$ cat config.mk
export PLATFORM = sky130hd
export DESIGN_NAME = reader_writer_lock_arbiter
export DESIGN_NICKNAME = d
export VERILOG_FILES = /design/src/rtl/rwla_pkg.sv /design/src/rtl/rwla_ctrl.sv /design/src/rtl/rwla_datapath.sv /design/src/rtl/reader_writer_lock_arbiter.sv
export SDC_FILE = /design/constraint.sdc
export NUM_CORES = 1
export LEC_CHECK = 0
export BUFFER_PORTS_ARGS = -buffer_cell sky130_fd_sc_hd__buf_2
export CORE_AREA = 2 2 116 107
export CTS_CLUSTER_DIAMETER = 120
export CTS_CLUSTER_SIZE = 14
export DETAILED_ROUTE_END_ITERATION = 10
export DIE_AREA = 0 0 118 109
export GPL_TIMING_DRIVEN = 0
export SETUP_SLACK_MARGIN = 0.4
export SYNTH_ARGS = -nofsm -noshare
export SYNTH_HDL_FRONTEND = slang
export SYNTH_SLANG_ARGS = --single-unit
$ cat constraint.sdc
create_clock -name aclk -period 2.9 [get_ports aclk]
set_clock_uncertainty 0.05 [all_clocks]
set_input_delay 0.58 -clock aclk [delete_from_list [all_inputs] [get_ports aclk]]
set_output_delay 0.58 -clock aclk [all_outputs]
set_load 0.1 [all_outputs]
$ cat src/rtl/rwla_pkg.sv
// types and constants shared by the reader/writer lock arbiter
// no dependencies
`default_nettype none

package rwla_pkg;

    localparam logic [3:0] DELAY_MAX   = 4'd15;
    localparam logic [3:0] LIMIT_RESET = 4'd3;

    localparam logic [1:0] MODE_RD_REQ = 2'd0;
    localparam logic [1:0] MODE_RD_REL = 2'd1;
    localparam logic [1:0] MODE_WR_REQ = 2'd2;
    localparam logic [1:0] MODE_WR_REL = 2'd3;

    typedef struct packed {
        logic [2:0] requester;
        logic [1:0] mode;
    } in_item_t;

    typedef struct packed {
        logic [7:0] grant_mask;
        logic       grant_is_write;
        logic       priority_flag;
        logic [3:0] reader_count;
        logic [3:0] readers_waiting;
        logic [3:0] writers_waiting;
        logic       bad_event;
    } out_item_t;

    typedef enum logic [1:0] {
        ACT_NONE  = 2'd0,
        ACT_WSCAN = 2'd1,
        ACT_RSCAN = 2'd2
    } act_t;

    typedef struct packed {
        logic capture;
        logic exec;
        logic wstep;
        logic rstep;
        logic load_out;
    } ctrl_cmd_t;

    typedef struct packed {
        act_t act;
        logic w_found;
        logic r_last;
    } dp_status_t;

endpackage

`default_nettype wire

$ cat src/rtl/rwla_ctrl.sv
// sequencing state machine of the lock arbiter: handshakes and scan control
// depends on rwla_pkg
`default_nettype none

module rwla_ctrl
    import rwla_pkg::*;
(
    input  wire        aclk,
    input  wire        aresetn,
    input  wire        s_valid,
    output logic       s_ready,
    output logic       m_valid,
    input  wire        m_ready,
    input  dp_status_t status,
    output ctrl_cmd_t  cmd
);

    typedef enum logic [4:0] {
        ST_IDLE  = 5'b00001,
        ST_EXEC  = 5'b00010,
        ST_WSCAN = 5'b00100,
        ST_RSCAN = 5'b01000,
        ST_DONE  = 5'b10000
    } state_t;

    state_t state_reg, state_next;
    logic   m_valid_reg, m_valid_next;

    assign s_ready = (state_reg == ST_IDLE);
    assign m_valid = m_valid_reg;

    always_comb begin
        state_next   = state_reg;
        m_valid_next = m_valid_reg && !m_ready;
        cmd          = '0;
        case (state_reg)
            ST_IDLE: begin
                if (s_valid) begin
                    cmd.capture = 1'b1;
                    state_next  = ST_EXEC;
                end
            end
            ST_EXEC: begin
                cmd.exec = 1'b1;
                case (status.act)
                    ACT_WSCAN: state_next = ST_WSCAN;
                    ACT_RSCAN: state_next = ST_RSCAN;
                    default:   state_next = ST_DONE;
                endcase
            end
            ST_WSCAN: begin
                cmd.wstep = 1'b1;
                if (status.w_found) begin
                    state_next = ST_DONE;
                end
            end
            ST_RSCAN: begin
                cmd.rstep = 1'b1;
                if (status.r_last) begin
                    state_next = ST_DONE;
                end
            end
            ST_DONE: begin
                if (!m_valid_reg || m_ready) begin
                    cmd.load_out = 1'b1;
                    m_valid_next = 1'b1;
                    state_next   = ST_IDLE;
                end
            end
            default: state_next = ST_IDLE;
        endcase
    end

    always_ff @(posedge aclk) begin
        if (!aresetn) begin
            state_reg   <= ST_IDLE;
            m_valid_reg <= 1'b0;
        end else begin
            state_reg   <= state_next;
            m_valid_reg <= m_valid_next;
        end
    end

endmodule

`default_nettype wire

$ cat src/rtl/rwla_datapath.sv
// lock state, event evaluation, index scan and result register of the arbiter
// depends on rwla_pkg
`default_nettype none

module rwla_datapath
    import rwla_pkg::*;
#(
    parameter int REQUESTERS = 8
) (
    input  wire        aclk,
    input  wire        aresetn,
    input  in_item_t   s_item,
    input  wire        cfg_we,
    input  wire  [3:0] cfg_wdata,
    input  ctrl_cmd_t  cmd,
    output dp_status_t status,
    output out_item_t  m_item
);

    localparam int IW = (REQUESTERS > 2) ? $clog2(REQUESTERS) : 1;
    localparam int CW = $clog2(REQUESTERS + 1);
    localparam int GW = (REQUESTERS > 8) ? REQUESTERS : 8;
    localparam int EW = (CW > 4) ? CW : 4;
    localparam logic [REQUESTERS-1:0] ONE = REQUESTERS'(1);
    localparam logic [IW-1:0] LAST_IDX = IW'(REQUESTERS - 1);

    logic [2:0]            req_reg, req_next;
    logic [1:0]            mode_reg, mode_next;
    logic [REQUESTERS-1:0] rp_reg, rp_next;
    logic [REQUESTERS-1:0] wp_reg, wp_next;
    logic [REQUESTERS-1:0] rh_reg, rh_next;
    logic [CW-1:0]         rp_cnt_reg, rp_cnt_next;
    logic [CW-1:0]         wp_cnt_reg, wp_cnt_next;
    logic [CW-1:0]         rh_cnt_reg, rh_cnt_next;
    logic                  busy_reg, busy_next;
    logic [IW-1:0]         owner_reg, owner_next;
    logic [3:0]            dc_reg, dc_next;
    logic                  favor_reg, favor_next;
    logic [3:0]            limit_reg;
    logic [REQUESTERS-1:0] grant_reg, grant_next;
    logic                  is_write_reg, is_write_next;
    logic                  bad_reg, bad_next;
    logic [IW-1:0]         idx_reg, idx_next;
    out_item_t             out_reg;

    logic                  req_ok;
    logic [IW-1:0]         req_idx;
    logic [REQUESTERS-1:0] req_bit;
    logic [REQUESTERS-1:0] scan_bit;
    logic                  owns_write;
    logic                  involved;
    logic                  wp_any;
    logic                  rp_any;
    logic                  blocked;
    logic                  admit_delays;
    logic [3:0]            dc_inc;
    logic [GW-1:0]         grant_ext;
    logic [EW-1:0]         rh_ext, rp_ext, wp_ext;

    assign req_ok       = ({4'b0, req_reg} < 7'(REQUESTERS));
    assign req_idx      = IW'(req_reg);
    assign req_bit      = ONE << req_idx;
    assign scan_bit     = ONE << idx_reg;
    assign owns_write   = busy_reg && (owner_reg == req_idx);
    assign involved     = (((rp_reg | wp_reg | rh_reg) & req_bit) != '0) || owns_write;
    assign wp_any       = (wp_cnt_reg != '0);
    assign rp_any       = (rp_cnt_reg != '0);
    assign blocked      = busy_reg || (favor_reg && wp_any);
    assign admit_delays = wp_any && !favor_reg;
    assign dc_inc       = (dc_reg < DELAY_MAX) ? dc_reg + 4'd1 : dc_reg;

    assign grant_ext = GW'(grant_reg);
    assign rh_ext    = EW'(rh_cnt_reg);
    assign rp_ext    = EW'(rp_cnt_reg);
    assign wp_ext    = EW'(wp_cnt_reg);

    always_comb begin
        req_next      = req_reg;
        mode_next     = mode_reg;
        rp_next       = rp_reg;
        wp_next       = wp_reg;
        rh_next       = rh_reg;
        rp_cnt_next   = rp_cnt_reg;
        wp_cnt_next   = wp_cnt_reg;
        rh_cnt_next   = rh_cnt_reg;
        busy_next     = busy_reg;
        owner_next    = owner_reg;
        dc_next       = dc_reg;
        favor_next    = favor_reg;
        grant_next    = grant_reg;
        is_write_next = is_write_reg;
        bad_next      = bad_reg;
        idx_next      = idx_reg;
        status        = '{act: ACT_NONE, w_found: wp_reg[idx_reg], r_last: idx_reg == LAST_IDX};

        if (cmd.capture) begin
            req_next  = s_item.requester;
            mode_next = s_item.mode;
        end

        if (cmd.exec) begin
            grant_next    = '0;
            is_write_next = 1'b0;
            bad_next      = 1'b0;
            idx_next      = '0;
            case (mode_reg)
                MODE_RD_REQ: begin
                    if (!req_ok || involved) begin
                        bad_next = 1'b1;
                    end else if (blocked) begin
                        rp_next     = rp_reg | req_bit;
                        rp_cnt_next = rp_cnt_reg + CW'(1);
                    end else begin
                        if (admit_delays) begin
                            dc_next = dc_inc;
                            if (dc_inc >= limit_reg) begin
                                favor_next = 1'b1;
                            end
                        end
                        rh_next     = rh_reg | req_bit;
                        rh_cnt_next = rh_cnt_reg + CW'(1);
                        grant_next  = req_bit;
                    end
                end
                MODE_RD_REL: begin
                    if (!req_ok || ((rh_reg & req_bit) == '0)) begin
                        bad_next = 1'b1;
                    end else begin
                        rh_next     = rh_reg & ~req_bit;
                        rh_cnt_next = rh_cnt_reg - CW'(1);
                        if ((rh_cnt_reg == CW'(1)) && wp_any && !busy_reg) begin
                            status.act = ACT_WSCAN;
                        end
                    end
                end
                MODE_WR_REQ: begin
                    if (!req_ok || involved) begin
                        bad_next = 1'b1;
                    end else if (!busy_reg && (rh_cnt_reg == '0)) begin
                        busy_next     = 1'b1;
                        owner_next    = req_idx;
                        dc_next       = '0;
                        favor_next    = 1'b0;
                        grant_next    = req_bit;
                        is_write_next = 1'b1;
                    end else begin
                        wp_next     = wp_reg | req_bit;
                        wp_cnt_next = wp_cnt_reg + CW'(1);
                    end
                end
                MODE_WR_REL: begin
                    if (!req_ok || !owns_write) begin
                        bad_next = 1'b1;
                    end else begin
                        busy_next = 1'b0;
                        if (wp_any && favor_reg) begin
                            status.act = ACT_WSCAN;
                        end else if (rp_any) begin
                            status.act = ACT_RSCAN;
                        end else if (wp_any) begin
                            status.act = ACT_WSCAN;
                        end
                    end
                end
                default: bad_next = 1'b1;
            endcase
        end

        if (cmd.wstep) begin
            idx_next = idx_reg + IW'(1);
            if (wp_reg[idx_reg]) begin
                wp_next       = wp_reg & ~scan_bit;
                wp_cnt_next   = wp_cnt_reg - CW'(1);
                busy_next     = 1'b1;
                owner_next    = idx_reg;
                dc_next       = '0;
                favor_next    = 1'b0;
                grant_next    = scan_bit;
                is_write_next = 1'b1;
            end
        end

        if (cmd.rstep) begin
            idx_next = idx_reg + IW'(1);
            if (rp_reg[idx_reg] && !blocked) begin
                rp_next     = rp_reg & ~scan_bit;
                rp_cnt_next = rp_cnt_reg - CW'(1);
                if (admit_delays) begin
                    dc_next = dc_inc;
                    if (dc_inc >= limit_reg) begin
                        favor_next = 1'b1;
                    end
                end
                rh_next     = rh_reg | scan_bit;
                rh_cnt_next = rh_cnt_reg + CW'(1);
                grant_next  = grant_reg | scan_bit;
            end
        end
    end

    always_ff @(posedge aclk) begin
        if (!aresetn) begin
            rp_reg     <= '0;
            wp_reg     <= '0;
            rh_reg     <= '0;
            rp_cnt_reg <= '0;
            wp_cnt_reg <= '0;
            rh_cnt_reg <= '0;
            busy_reg   <= 1'b0;
            owner_reg  <= '0;
            dc_reg     <= '0;
            favor_reg  <= 1'b0;
            limit_reg  <= LIMIT_RESET;
        end else begin
            rp_reg     <= rp_next;
            wp_reg     <= wp_next;
            rh_reg     <= rh_next;
            rp_cnt_reg <= rp_cnt_next;
            wp_cnt_reg <= wp_cnt_next;
            rh_cnt_reg <= rh_cnt_next;
            busy_reg   <= busy_next;
            owner_reg  <= owner_next;
            dc_reg     <= dc_next;
            favor_reg  <= favor_next;
            if (cfg_we) begin
                limit_reg <= cfg_wdata;
            end
        end
    end

    always_ff @(posedge aclk) begin
        req_reg      <= req_next;
        mode_reg     <= mode_next;
        grant_reg    <= grant_next;
        is_write_reg <= is_write_next;
        bad_reg      <= bad_next;
        idx_reg      <= idx_next;
        if (cmd.load_out) begin
            out_reg.grant_mask      <= grant_ext[7:0];
            out_reg.grant_is_write  <= is_write_reg;
            out_reg.priority_flag   <= favor_reg;
            out_reg.reader_count    <= rh_ext[3:0];
            out_reg.readers_waiting <= rp_ext[3:0];
            out_reg.writers_waiting <= wp_ext[3:0];
            out_reg.bad_event       <= bad_reg;
        end
    end

    assign m_item = out_reg;

endmodule

`default_nettype wire

$ cat src/rtl/reader_writer_lock_arbiter.sv
// reader/writer lock arbiter with a writer starvation limit, top level
// depends on rwla_pkg, rwla_ctrl and rwla_datapath
//
// s_item carries one lock event (requester, mode) on a valid/ready channel.
// m_item returns one result per event: grants made, writer priority, the
// holding and waiting counts and a flag for an event that was ignored.
// cfg_we/cfg_wdata write the delay limit; write it only while idle.
// an event that needs no scan passes ST_EXEC and ST_DONE to the result
// register, and s_ready returns once the result is loaded, so a new event
// is not taken before the last is through. a grant to a waiting writer
// walks the pending writers one index a cycle; a write release that wakes
// readers walks all REQUESTERS indexes in order, one per cycle.
// s_ready is high only between events; the next event can be accepted while
// the previous result still waits in the output register.
// if the receiver stalls, a finished event holds in the controller until
// the output register frees up.
// reset empties all lock state, clears writer priority and sets the delay
// limit to 3; no result is pending after reset.
`default_nettype none

module reader_writer_lock_arbiter
    import rwla_pkg::*;
#(
    parameter int REQUESTERS = 8
) (
    input  wire        aclk,
    input  wire        aresetn,
    input  wire        s_valid,
    output logic       s_ready,
    input  in_item_t   s_item,
    output logic       m_valid,
    input  wire        m_ready,
    output out_item_t  m_item,
    input  wire        cfg_we,
    input  wire  [3:0] cfg_wdata
);

    ctrl_cmd_t  cmd;
    dp_status_t status;

    rwla_ctrl u_ctrl (
        .aclk    (aclk),
        .aresetn (aresetn),
        .s_valid (s_valid),
        .s_ready (s_ready),
        .m_valid (m_valid),
        .m_ready (m_ready),
        .status  (status),
        .cmd     (cmd)
    );

    rwla_datapath #(
        .REQUESTERS (REQUESTERS)
    ) u_datapath (
        .aclk      (aclk),
        .aresetn   (aresetn),
        .s_item    (s_item),
        .cfg_we    (cfg_we),
        .cfg_wdata (cfg_wdata),
        .cmd       (cmd),
        .status    (status),
        .m_item    (m_item)
    );

endmodule

`default_nettype wire

# Word level (Yosys, flattened, before mapping)
# Index checks and enable logic that the tools add are counted.
# totals
output_inout_bits	25
ff_bits	96
input_bits	14
elab_cells	223
# classes
reduce_logical	25
shifts	2
addsub	8
n_bitwise	14
n_mux	128
eq_ne	17
magnitude_cmp	3
# ops
operator	n
8-bit 2-to-1 mux	27
4-bit 2-to-1 mux	30
8-bit OR	7
1-bit 2-to-1 mux	41
8-bit AND	5
8-bit case mux with 2 select lines	2
3-bit 2-to-1 mux	9
5-bit case mux with 5 select lines	1
5-bit 2-to-1 mux	4
4-bit by 1-bit adder with 4-bit output, second input constant	4
8-bit NOT	2
4-bit case mux with 2 select lines	2
1-bit by 3-bit left shift with 8-bit output, first input constant	2
4-bit by 1-bit subtractor with 4-bit output, second input constant	3
2-bit 2-to-1 mux	5
5-bit case mux with 2 select lines	1
1-bit logical AND	8
8-bit logical NOT	1
4-bit nonzero test	2
8-bit nonzero test	1
1-bit binary-select mux with 3-bit select	2
2-bit == test, second input constant	3
2-bit inequality test, second input constant	3
5-bit by 1-bit == test with 1-bit output, second input constant	1
other kinds (23)	31

# Longest topological paths before layout
# Gate-level depths: netlist of run 1.
# logic_depth
ltp_word	15
depth_mapped	12
depth_no_buf	11

# Modules after synthesis
# A second synthesis of run 1 with hierarchy kept.
# unflattened
cells_unflattened	595
hier_area_um2	5362.6
# modules_own_cells
module	instances	seq_area_each_um2	cells_each	area_per_inst_um2
rwla_datapath	1	2122.0	551	4969.8
rwla_ctrl	1	120.1	44	392.9

# Least setup slack after synthesis of run 1
# Ideal clock, no wire load.
# synth_path
path_kind	register -> register
start	register u_datapath.wp_cnt_reg[0]
end	register u_datapath.dc_reg[2]
path_stages_with_launch	10
required_ns	2.733
period_less_slack_ns	2.520
arrival_ns	2.353
setup_time_ns	0.117
slack_ns	0.380
n_path_buf	1
path_cell_list	dfxtp_1 -> inv_1 -> ha_1 -> or3b_4 -> a21o_1 -> or4_1 -> buf_4 -> o311ai_4 -> a21oi_2 -> a22o_1
# synth_between
elab_chain_cells	12
word_cells_on_any_way	16
cone_classes	mux: 10; reduce/logical: 6
# synth_lines
item	line_no	source
start, declared	rwla_datapath.sv:33	logic [CW-1:0] wp_cnt_reg, wp_cnt_next;
start signal, assigned	rwla_datapath.sv:219	wp_cnt_reg <= wp_cnt_next;
4-bit nonzero test (*)	rwla_datapath.sv:66	assign wp_any = (wp_cnt_reg != '0);
1-bit logical AND (on tied branches)	rwla_datapath.sv:69, rwla_datapath.sv:68	
4-bit 2-to-1 mux / 1-bit logical OR (equally long branches)	rwla_datapath.sv:114, rwla_datapath.sv:68	
4-bit 2-to-1 mux	rwla_datapath.sv:110	end else if (blocked) begin
4-bit 2-to-1 mux	rwla_datapath.sv:108	if (!req_ok || involved) begin
4-bit case mux with 2 select lines	rwla_datapath.sv:106	case (mode_reg)
4-bit 2-to-1 mux	rwla_datapath.sv:101	if (cmd.exec) begin
4-bit 2-to-1 mux	rwla_datapath.sv:171	if (wp_reg[idx_reg]) begin
4-bit 2-to-1 mux	rwla_datapath.sv:169	if (cmd.wstep) begin
4-bit 2-to-1 mux	rwla_datapath.sv:188	if (admit_delays) begin
4-bit 2-to-1 mux	rwla_datapath.sv:185	if (rp_reg[idx_reg] && !blocked) begin
4-bit 2-to-1 mux (*)	rwla_datapath.sv:183	if (cmd.rstep) begin
end signal, assigned	rwla_datapath.sv:223	dc_reg <= dc_next;
end, declared	rwla_datapath.sv:37	logic [3:0] dc_reg, dc_next;
# Mark *: on every way between the ends. The rest lies on a longest branch, timed or not.
# A chain may end at the register's enable or synchronous reset.

# Worst setup path in the final report of run 1
# layout_path
start	register u_datapath.req_reg[0], in the netlist u_datapath.req_idx[0]
end	register u_ctrl.state_reg[4]
# layout_between
elab_chain_cells	9
word_cells_on_any_way	13
cone_classes	eq/ne: 3; shift: 1; mux: 6; bitwise: 1; reduce/logical: 2
# layout_lines
item	line_no	source
start, declared	rwla_datapath.sv:27	logic [2:0] req_reg, req_next;
start signal, assigned	rwla_datapath.sv:232	req_reg <= req_next;
1-bit by 3-bit left shift with 8-bit output	rwla_datapath.sv:62	assign req_bit = ONE << req_idx;
8-bit AND	rwla_datapath.sv:126	if (!req_ok || ((rh_reg & req_bit) == '0)) begin
8-bit logical NOT	rwla_datapath.sv:126	
2-bit 2-to-1 mux	rwla_datapath.sv:126	
2-bit case mux with 2 select lines (*)	rwla_datapath.sv:106	
2-bit 2-to-1 mux (*)	rwla_datapath.sv:101	
2-bit == test / 2-bit by 1-bit == test with 1-bit output (equally long branches)	rwla_ctrl.sv:45	case (status.act)
5-bit case mux with 2 select lines (*)	rwla_ctrl.sv:45	
5-bit case mux with 5 select lines (*)	rwla_ctrl.sv:36	case (state_reg)
end signal, assigned	rwla_ctrl.sv:79	state_reg <= state_next;
end, declared	rwla_ctrl.sv:26	state_t state_reg, state_next;
# Marks and branches as above.

==> results.py, run 1 <==
metrics = {
    "final_layout": {
        "final_cell_mix": "dfxtp_1 (62), nor2_1 (50), nand2_1 (41)",
        "area_delta_synth_final_pct": 32.12,
        "largest_register_ffs": 23,
        "multi_input_area_um2": 3050,
        "fin_nets": 692,
        "seqCellArea_um2": 2250,
        "final_util_pct": 57.80,
        "final_common_cell": "dfxtp_1",
        "antenna_cells": 0,
        "fillers": 1039,
        "final_layout_size_suffix_gt1_share_pct": 30.21,
    },
    "routing": {
        "wl_um": 15560,
        "drc": 0,
        "drt_iter0_markers": 446,
        "vias": 4757,
        "wl_per_cell_um": 18.92,
        "ant_nets": 0,
        "viasPerCell": 5.787,
        "first_pass_iters": 5,
    },
    "power_and_ir_drop": {
        "power.switching_mw": 1.488,
        "switching_share_pct": 35.82,
        "total_power_mw": 4.155,
        "p_comb_share_pct": 31.6,
        "peakVddDrop_mv": 0.6137,
        "clockPowerShare_pct": 28.2,
        "sequentialPowerShare_pct": 40.2,
        "internal-power_mw": 2.667,
        "powerDensity_nw_per_um2": 612.2,
        "leakage_nw": 2.635,
    },
    "sta": {
        "hold_viol_final": 0,
        "slew_headroom_pct": 33.97,
        "fin_crit_ns": 2.671,
        "rsz0062_at_grt": "yes",
        "slew_violations": 0,
        "worst_pin_slew_ns": 0.9884,
        "setup_viol": 0,
        "clock.fmax_ghz": 0.3744,
        "fin_crit_sh_pct": 92.10,
    },
    "clocking": {
        "cts_tree": "built",
        "ctsHoldBuffers": 0,
        "clkTransAtPathRegs_ns": 0.07,
        "clock_path_buffers": 2,
        "htreeDepth": 3,
        "clockRootBuffer": "clkbuf_16",
        "cts.sinks": 96,
        "clkLatencyLatePin_ns": 0.37,
        "numCtsBuffers": 9,
    },
    "yosys": {
        "synthFlopType": "dfxtp_1",
        "synth_edf_count": 32,
        "syn_nets": 594,
        "synthCells": 559,
        "ys_seq_elements": 96,
        "synth_cell_types": 73,
        "synth_top_area_share_pct": 24.94,
        "avgSynthCellArea_um2": 9.190,
        "yosysWarnings": 0,
        "synthArstFlopShare_pct": 0,
        "synthesis.area_um2": 5137,
        "yosysTopAreaCell": "dfxtp_1",
        "synth.area.top_cells": "dfxtp_1 (25%), edfxtp_1 (19%), ha_1 (5.1%)",
        "yosysSeqAreaShare_pct": 43.64,
    },
    "hold_path": {
        "hold_path_class": "in2reg",
    },
    "critical_path": {
        "arrival_ns": 2.91,
        "worstPathMaxFanout": 8,
        "crit_type": "reg2reg",
        "start_kind": "flop",
        "cp-end-kind": "flop",
        "required_ns": 3.14,
    },
    "global_route": {
        "grt_pass1_vias": 4341,
        "grt_antenna_before_repair": 0,
        "grt_max_degree": 21,
        "overflow": 0,
        "grt.total_usage_pct": 24.00,
        "grt_pass1_wl_um": 23720,
    },
    "floorplan": {
        "fp-row-count": 38,
        "coreArea_um2": 11740,
        "dieArea_um2": 12860,
        "start_util_pct": 43.75,
        "die-height_um": 109,
        "die_w_um": 118,
        "io-pin-count": 39,
    },
    "place": {
        "hpwl_um": 10620,
        "gp_congestion": 0.9244,
        "io_buffers": 37,
    },
    "flow_run": {
        "maxCapViolCount": 0,
    },
    "outcome": {
        "run_status": "finished, final reports clean",
    },
}
==> final timing paths <==
kind	startpoint	end	slack, ns	cells after the start
min	s_item[0]	u_datapath.mode_reg[0]	0.34	1
max reg2reg	u_datapath.req_idx[0]	u_ctrl.state_reg[4]	0.23	11
min reg2reg	u_datapath.bad_reg	u_datapath.m_item[0]	0.39	0
max	u_datapath.req_idx[0]	u_ctrl.state_reg[4]	0.23	11
==> per-stage QoR <==
stage           TNS, ns  hold slack [ns]  instance area (um2)  cells  worst slack [ns]
2_1_floorplan         0           0.3503                 5137    559            0.4012
3_3_place_gp   -0.01473           0.3585                 5523    756          -0.01444
3_5_place_dp   -0.05959           0.3721                 5540    757          -0.03107
4_1_cts               0           0.3304                 6223    797            0.2810
5_1_grt               0           0.3205                 6788    822            0.1008
6_report              0           0.3401                 6788    822            0.2291
==> cells by family after synthesis <==
group	after synthesis	share of synthesized area [%]
compound gates	145	18.73
xor+xnor	5	0.8526
fa+ha+maj	21	5.114
buf+inv	56	4.579
flops	96	43.64
mux	23	5.041
simple gates	213	22.04
==> per-layer routing <==
layer	part of all wire [%]	global-route usage, %	vias up
met5	0	0	-
met4	2.2	8.950	0
met3	8.2	6.747	34
met2	44	36.09	219
met1	45	32.98	2243
li1	-	-	2261
==> Yosys cell counts, types with 11 or more instances <==
| library cell | number |
|---|---|
| nor3_1 | 21 |
| ha_1 | 21 |
| inv_1 | 22 |
| dfxtp_1 | 64 |
| nand2_1 | 46 |
| clkbuf_1 | 16 |
| buf_2 | 11 |
| a22oi_1 | 11 |
| nand2b_1 | 12 |
| mux2i_1 | 18 |
| o21ai_1 | 25 |
| nor2_1 | 56 |
| a21oi_1 | 23 |
| o21ai_0 | 21 |
| edfxtp_1 | 32 |
| nand3_1 | 14 |
==> worst max-delay path, cell delays in order (launching register included) <==
cell and delay (ns):
edfxtp_1 0.43, buf_6 0.17, or2_2 0.34, o22ai_4 0.19, a221oi_4 0.07, nor2_1 0.11
a31oi_1 0.07, or4_1 0.55, ha_1 0.28, nand2_1 0.05, a21o_1 0.17, a21oi_2 0.11
==> power by group through the flow <==
stage	registers, mW	logic (mW)	clock network, mW
2_1_floorplan	1.71	0.734	0
5_1_grt	1.69	1.41	1.25
6_report	1.67	1.32	1.17
3_5_place_dp	1.69	1.01	0
3_3_place_gp	1.69	0.988	0
4_1_cts	1.66	1.13	1.19
==> what timing repair did <==
| action | CTS | global route |
|---|---|---|
| resized for setup | 52 | 77 |
| cloned | 0 | 5 |
| pin swaps | 13 | 38 |
| endpoints found under the setup margin | 56 | 53 |
| endpoints found under the hold margin | 0 | 0 |
| buffers inserted | 24 | 20 |
==> area by class of cell <==
cell class	instances	area share (%)
Multi-Input combinational cell	407	44.94
Sequential cell	96	33.14
Timing Repair Buffer	87	9.714
Buffer	32	3.631
Clock buffer	9	3.318
Tap cell	160	2.949
Inverter	24	1.401
Clock inverter	7	0.9032
No activity file was read; power rests on OpenSTA's default activity.
==> run 2: changes to the inputs <==
==> constraint.sdc (replaced) <==
create_clock -name aclk -period 3.3 [get_ports aclk]
set_clock_uncertainty 0.05 [all_clocks]
set_input_delay 0.66 -clock aclk [delete_from_list [all_inputs] [get_ports aclk]]
set_output_delay 0.66 -clock aclk [all_outputs]
set_load 0.1 [all_outputs]
==> run 2 against run 1 <==
  * Sequential power shrank 12%
  * Power down 14%
  * Sequential share of layout area is 4.5 points higher
  * Largest cell class unchanged
  * Fmax shrank 5.2%
  * Critical path type unchanged
  * Combinational power is 31% lower
  * Setup slack improved by 0.25 ns
  * Register-to-register slack improved by 0.25 ns
  * Critical path depth fell by 2
  * Sequential cell count is the same
  * Clock power is essentially flat
  * Die area did not move
==> results.py, run 2 (synthesized netlist as in run 1, its figures left out) <==
metrics = {
    "flow_run": {
        "maxCapViolCount": 0,
    },
    "global_route": {
        "grt_antenna_before_repair": 0,
        "overflow": 0,
        "grt_pass1_wl_um": 22830,
        "grt_max_degree": 21,
        "grt.total_usage_pct": 23.14,
        "grt_pass1_vias": 4148,
    },
    "power_and_ir_drop": {
        "powerDensity_nw_per_um2": 597.8,
        "leakage_nw": 2.307,
        "internal-power_mw": 2.351,
        "p_comb_share_pct": 25.4,
        "clockPowerShare_pct": 33.4,
        "power.switching_mw": 1.216,
        "switching_share_pct": 34.10,
        "sequentialPowerShare_pct": 41.2,
        "peakVddDrop_mv": 0.6560,
    },
    "critical_path": {
        "cp_top_family": "compound AO/OA/AOI/OAI gates",
        "arrival_ns": 3.02,
        "crit_type": "reg2reg",
        "critPathBufInv": 2,
        "slowest_delay_ns": 0.54,
        "crit_chain": "inv_2 > ha_2 > or3b_4 > a21o_4 > or4_1 > buf_6 > o311ai_4 > a21oi_2 > a22o_1",
        "cp_slowest_cell": "or4_1",
        "worstPathMaxFanout": 7,
        "start_kind": "flop",
        "required_ns": 3.50,
        "cp-end-kind": "flop",
    },
    "clocking": {
        "clkTransAtPathRegs_ns": 0.07,
        "cts.sinks": 96,
        "clock_path_buffers": 2,
        "clockRootBuffer": "clkbuf_16",
        "numCtsBuffers": 9,
        "clkLatencyLatePin_ns": 0.36,
        "htreeDepth": 3,
        "cts_tree": "built",
    },
    "routing": {
        "viasPerCell": 5.775,
        "wl_per_cell_um": 18.24,
        "first_pass_iters": 5,
        "ant_nets": 0,
        "drt_iter0_markers": 517,
        "wl_um": 14170,
        "drc": 0,
        "vias": 4487,
    },
    "place": {
        "hpwl_um": 10520,
        "place_inst": 757,
        "io_buffers": 37,
        "gp_congestion": 0.9587,
    },
    "final_layout": {
        "final_cell_mix": "dfxtp_1 (62), nor2_1 (55), buf_2 (47)",
        "antenna_cells": 0,
        "largest_register_ffs": 23,
        "fin_nets": 647,
        "area_delta_synth_final_pct": 16.15,
        "final_common_cell": "dfxtp_1",
        "final_layout_size_suffix_gt1_share_pct": 17.02,
        "layout.cells.non_filler": 777,
    },
    "sta": {
        "setup_viol": 0,
        "fin_crit_sh_pct": 85.37,
        "slew_headroom_pct": 35.36,
        "worst_pin_slew_ns": 0.9675,
        "fin_tns_setup_ns": 0,
        "clock.fmax_ghz": 0.3550,
        "fin_crit_ns": 2.817,
        "rsz0062_at_grt": "no",
        "slew_violations": 0,
        "hold_viol_final": 0,
    },
    "floorplan": {
        "start_util_pct": 43.75,
        "fp-row-count": 38,
        "io-pin-count": 39,
        "dieArea_um2": 12860,
        "die-height_um": 109,
        "coreArea_um2": 11740,
        "die_w_um": 118,
    },
    "outcome": {
        "run_status": "finished, final reports clean",
    },
    "hold_path": {
        "hold_path_class": "reg2reg",
    },
}
[run 2: changes by cell type in the layout (fill, tap and decap cells not counted), sizes merged]
cell / change
buf: -42
clkinv: -4
inv: +2
bufinv: +2
clkbuf: -3
[run 2: power groups by stage]
stage / combinational (mW) / clock (mW) / sequential, mW
after global routing: 0.996 / 1.26 / 1.49
after CTS: 0.883 / 1.21 / 1.46
after floorplan: 0.645 / 0 / 1.50
final: 0.908 / 1.19 / 1.47
after global placement: 0.866 / 0 / 1.48
after detailed placement: 0.875 / 0 / 1.49
[run 2: per-stage QoR]
stage	cell area, um2	utilization, %	total power [mW]	hold slack, ns	setup WS (ns)
final	5967	50.81	3.567	0.3739	0.4828
after floorplan	5137	-	2.144	0.3503	0.7797
after detailed placement	5540	47.18	2.365	0.3589	0.3166
after global routing	5967	50.81	3.742	0.3978	0.4005
after global placement	5523	47.03	2.350	0.3665	0.2935
after CTS	5879	50.06	3.559	0.3767	0.2855
[run 2: path summary, 6_finish.rpt]
check | start | endpoint | slack [ns] | depth (start not counted)
worst max-delay path | u_datapath.wp_cnt_reg[0] | u_datapath.dc_reg[1] | 0.48 | 9
worst min-delay path | u_datapath.bad_reg | u_datapath.m_item[0] | 0.37 | 0
worst max register to register | u_datapath.wp_cnt_reg[0] | u_datapath.dc_reg[1] | 0.48 | 9
worst min register to register | u_datapath.bad_reg | u_datapath.m_item[0] | 0.37 | 0
[run 2: metal layers]
metal | up-vias | GRT usage, % | wire length (um)
met5 | - | 0 | 0
met4 | 0 | 8.778 | 351
met3 | 29 | 7.270 | 1334
met2 | 205 | 34.59 | 5914
met1 | 2075 | 31.47 | 6569
li1 | 2178 | - | -
[run 2: layout make-up]
class                           instances  area [um2]
Timing Repair Buffer                   42       230.2
Fill cell                            1108        5777
Inverter                               24       90.09
Clock inverter                          7       108.9
Multi-Input combinational cell        407        2714
Sequential cell                        96        2245
Buffer                                 32       153.9
Tap cell                              160       200.2
Clock buffer                            9       225.2
[run 2: repair_timing]
action | in CTS | in global routing
hold buffers | 0 | 0
endpoints found under the setup margin | 4 | 28
setup buffers | 0 | 4
resized for setup | 1 | 19
pin swaps | 0 | 2
==> run 3: changes to the inputs <==
--- a/config.mk
+++ b/config.mk
@@ -12,6 +12,7 @@
 export DETAILED_ROUTE_END_ITERATION = 10
 export DIE_AREA = 0 0 118 109
 export GPL_TIMING_DRIVEN = 0
+export REMOVE_ABC_BUFFERS = 1
 export SETUP_SLACK_MARGIN = 0.4
 export SYNTH_ARGS = -nofsm -noshare
 export SYNTH_HDL_FRONTEND = slang
==> run 3 against run 2 <==
  * Global-route usage shrank 0.96 points
  * Worst hold slack got worse by 0.0062 ns
  * Critical endpoint unchanged
  * Die area unchanged
  * First-iteration DRC count fell by 20%
==> results.py, run 3 (synthesized netlist as in run 1, its figures left out) <==
metrics = {
    "sta": {
        "slew_violations": 0,
        "slew_headroom_pct": 47.71,
        "clock.fmax_ghz": 0.3581,
        "setup_viol": 0,
        "rsz0062_at_grt": "no",
        "worst_pin_slew_ns": 0.7826,
        "hold_ws_ns": 0.3677,
        "hold_viol_final": 0,
        "fin_crit_sh_pct": 84.63,
        "fin_crit_ns": 2.793,
    },
    "floorplan": {
        "coreArea_um2": 11740,
        "fp-row-count": 38,
        "start_util_pct": 43.75,
        "dieArea_um2": 12860,
        "die-height_um": 109,
        "die_w_um": 118,
        "io-pin-count": 39,
    },
    "global_route": {
        "grt_pass1_vias": 4098,
        "grt_antenna_before_repair": 0,
        "grt.total_usage_pct": 22.18,
        "top_usage_layer": "met2",
        "grt_use_met3_pct": 5.492,
        "use_met1_pct": 30.26,
        "grt_pass1_wl_um": 22020,
        "overflow": 0,
        "use_met2_pct": 34.39,
        "grt_max_degree": 35,
    },
    "clocking": {
        "clkTransAtPathRegs_ns": 0.08,
        "clock_path_buffers": 2,
        "clockRootBuffer": "clkbuf_16",
        "clkLatencyLatePin_ns": 0.36,
        "cts.sinks": 96,
        "cts_tree": "built",
        "htreeDepth": 3,
        "numCtsBuffers": 9,
    },
    "routing": {
        "drc": 0,
        "wl_um": 13620,
        "ant_nets": 0,
        "viasPerCell": 5.786,
        "drt_iter0_markers": 413,
        "vias": 4380,
        "wl_per_cell_um": 17.99,
        "first_pass_iters": 5,
    },
    "power_and_ir_drop": {
        "p_comb_share_pct": 26.4,
        "peakVddDrop_mv": 0.5989,
        "sequentialPowerShare_pct": 44.1,
        "internal-power_mw": 2.215,
        "leakage_nw": 2.257,
        "switching_share_pct": 34.96,
        "power.switching_mw": 1.191,
        "clockPowerShare_pct": 29.6,
        "powerDensity_nw_per_um2": 576.5,
    },
    "final_layout": {
        "final_util_pct": 50.30,
        "fin_nets": 627,
        "final_layout_size_suffix_gt1_share_pct": 16.75,
        "largest_register_ffs": 23,
        "final_common_cell": "dfxtp_1",
        "stdcell_area_um2": 5907,
        "area_delta_synth_final_pct": 14.98,
        "final_cell_mix": "dfxtp_1 (64), nor2_1 (55), nand2_1 (45)",
        "antenna_cells": 0,
        "layout.cells.non_filler": 757,
        "fillers": 1134,
    },
    "flow_run": {
        "maxCapViolCount": 0,
    },
    "critical_path": {
        "crit_type": "reg2reg",
        "required_ns": 3.50,
        "arrival_ns": 2.99,
        "cp-end-kind": "flop",
        "start_kind": "flop",
        "worstPathMaxFanout": 7,
    },
    "place": {
        "gp_congestion": 0.8909,
        "place_inst": 728,
        "hpwl_um": 9107,
        "io_buffers": 38,
        "placed_area_um2": 5434,
    },
    "outcome": {
        "run_status": "finished, final reports clean",
    },
    "hold_path": {
        "hold_path_class": "reg2reg",
    },
}
==> run 3: worst paths after layout <==
| path | startpoint | to | slack, ns | cells past startpoint |
|---|---|---|---|---|
| max | u_datapath.wp_cnt_reg[0] | u_datapath.dc_reg[1] | 0.51 | 8 |
| min | u_datapath.bad_reg | u_datapath.m_item[0] | 0.37 | 0 |
| max reg2reg | u_datapath.wp_cnt_reg[0] | u_datapath.dc_reg[1] | 0.51 | 8 |
| min reg2reg | u_datapath.bad_reg | u_datapath.m_item[0] | 0.37 | 0 |
==> run 3: worst max-delay path, cell delays in order (launching register included) <==
cell and delay, ns:
dfxtp_1 0.35, inv_1 0.11, ha_1 0.20, or3b_4 0.41
a21o_4 0.27, or4_4 0.65, o311ai_4 0.29, a21oi_2 0.09
a22o_1 0.25
==> run 3: stage by stage <==
| step | setup TNS, ns | power (mW) | setup slack (ns) |
|---|---|---|---|
| after CTS | 0 | 3.417 | 0.4341 |
| after floorplan | 0 | 2.114 | 0.01920 |
| after detailed placement | -3.211 | 2.335 | -0.3982 |
| after global placement | -8.685 | 2.306 | -0.7849 |
| after global routing | 0 | 3.579 | 0.4126 |
| final | 0 | 3.405 | 0.5071 |
==> run 3: what timing repair did <==
item                       CTS  global route
hold buffers                 0             0
hold endpoints to repair     0             0
cloned                       1             1
pin swaps                    3             1
setup buffers                9             2
setup endpoints to repair   39             7
resized for setup            8             3
==> run 3: final cells by class <==
class | instances | area, um2 | share of cell area [%]
clock buffer | 10 | 229.0 | 3.876
inverter | 24 | 90.09 | 1.525
timing repair buffer | 52 | 356.6 | 6.037
tap | 160 | 200.2 | 3.389
clock inverter | 6 | 51.30 | 0.8685
sequential | 96 | 2242 | 37.96
multi-input combinational | 409 | 2738 | 46.35
==> run 3: metal layers <==
metal | part of all wire (%) | routed length, um
met1 | 47 | 6362
met2 | 45 | 6096
met3 | 6.8 | 921
met5 | 0 | 0
met4 | 1.7 | 238
==> run 3: power groups by stage <==
stage	Combinational, mW	Sequential [mW]	Clock [mW]
after floorplan	0.570	1.54	0
after global placement	0.747	1.56	0
after detailed placement	0.768	1.57	0
after CTS	0.880	1.50	1.04
after global routing	0.973	1.52	1.09
final	0.898	1.50	1.01
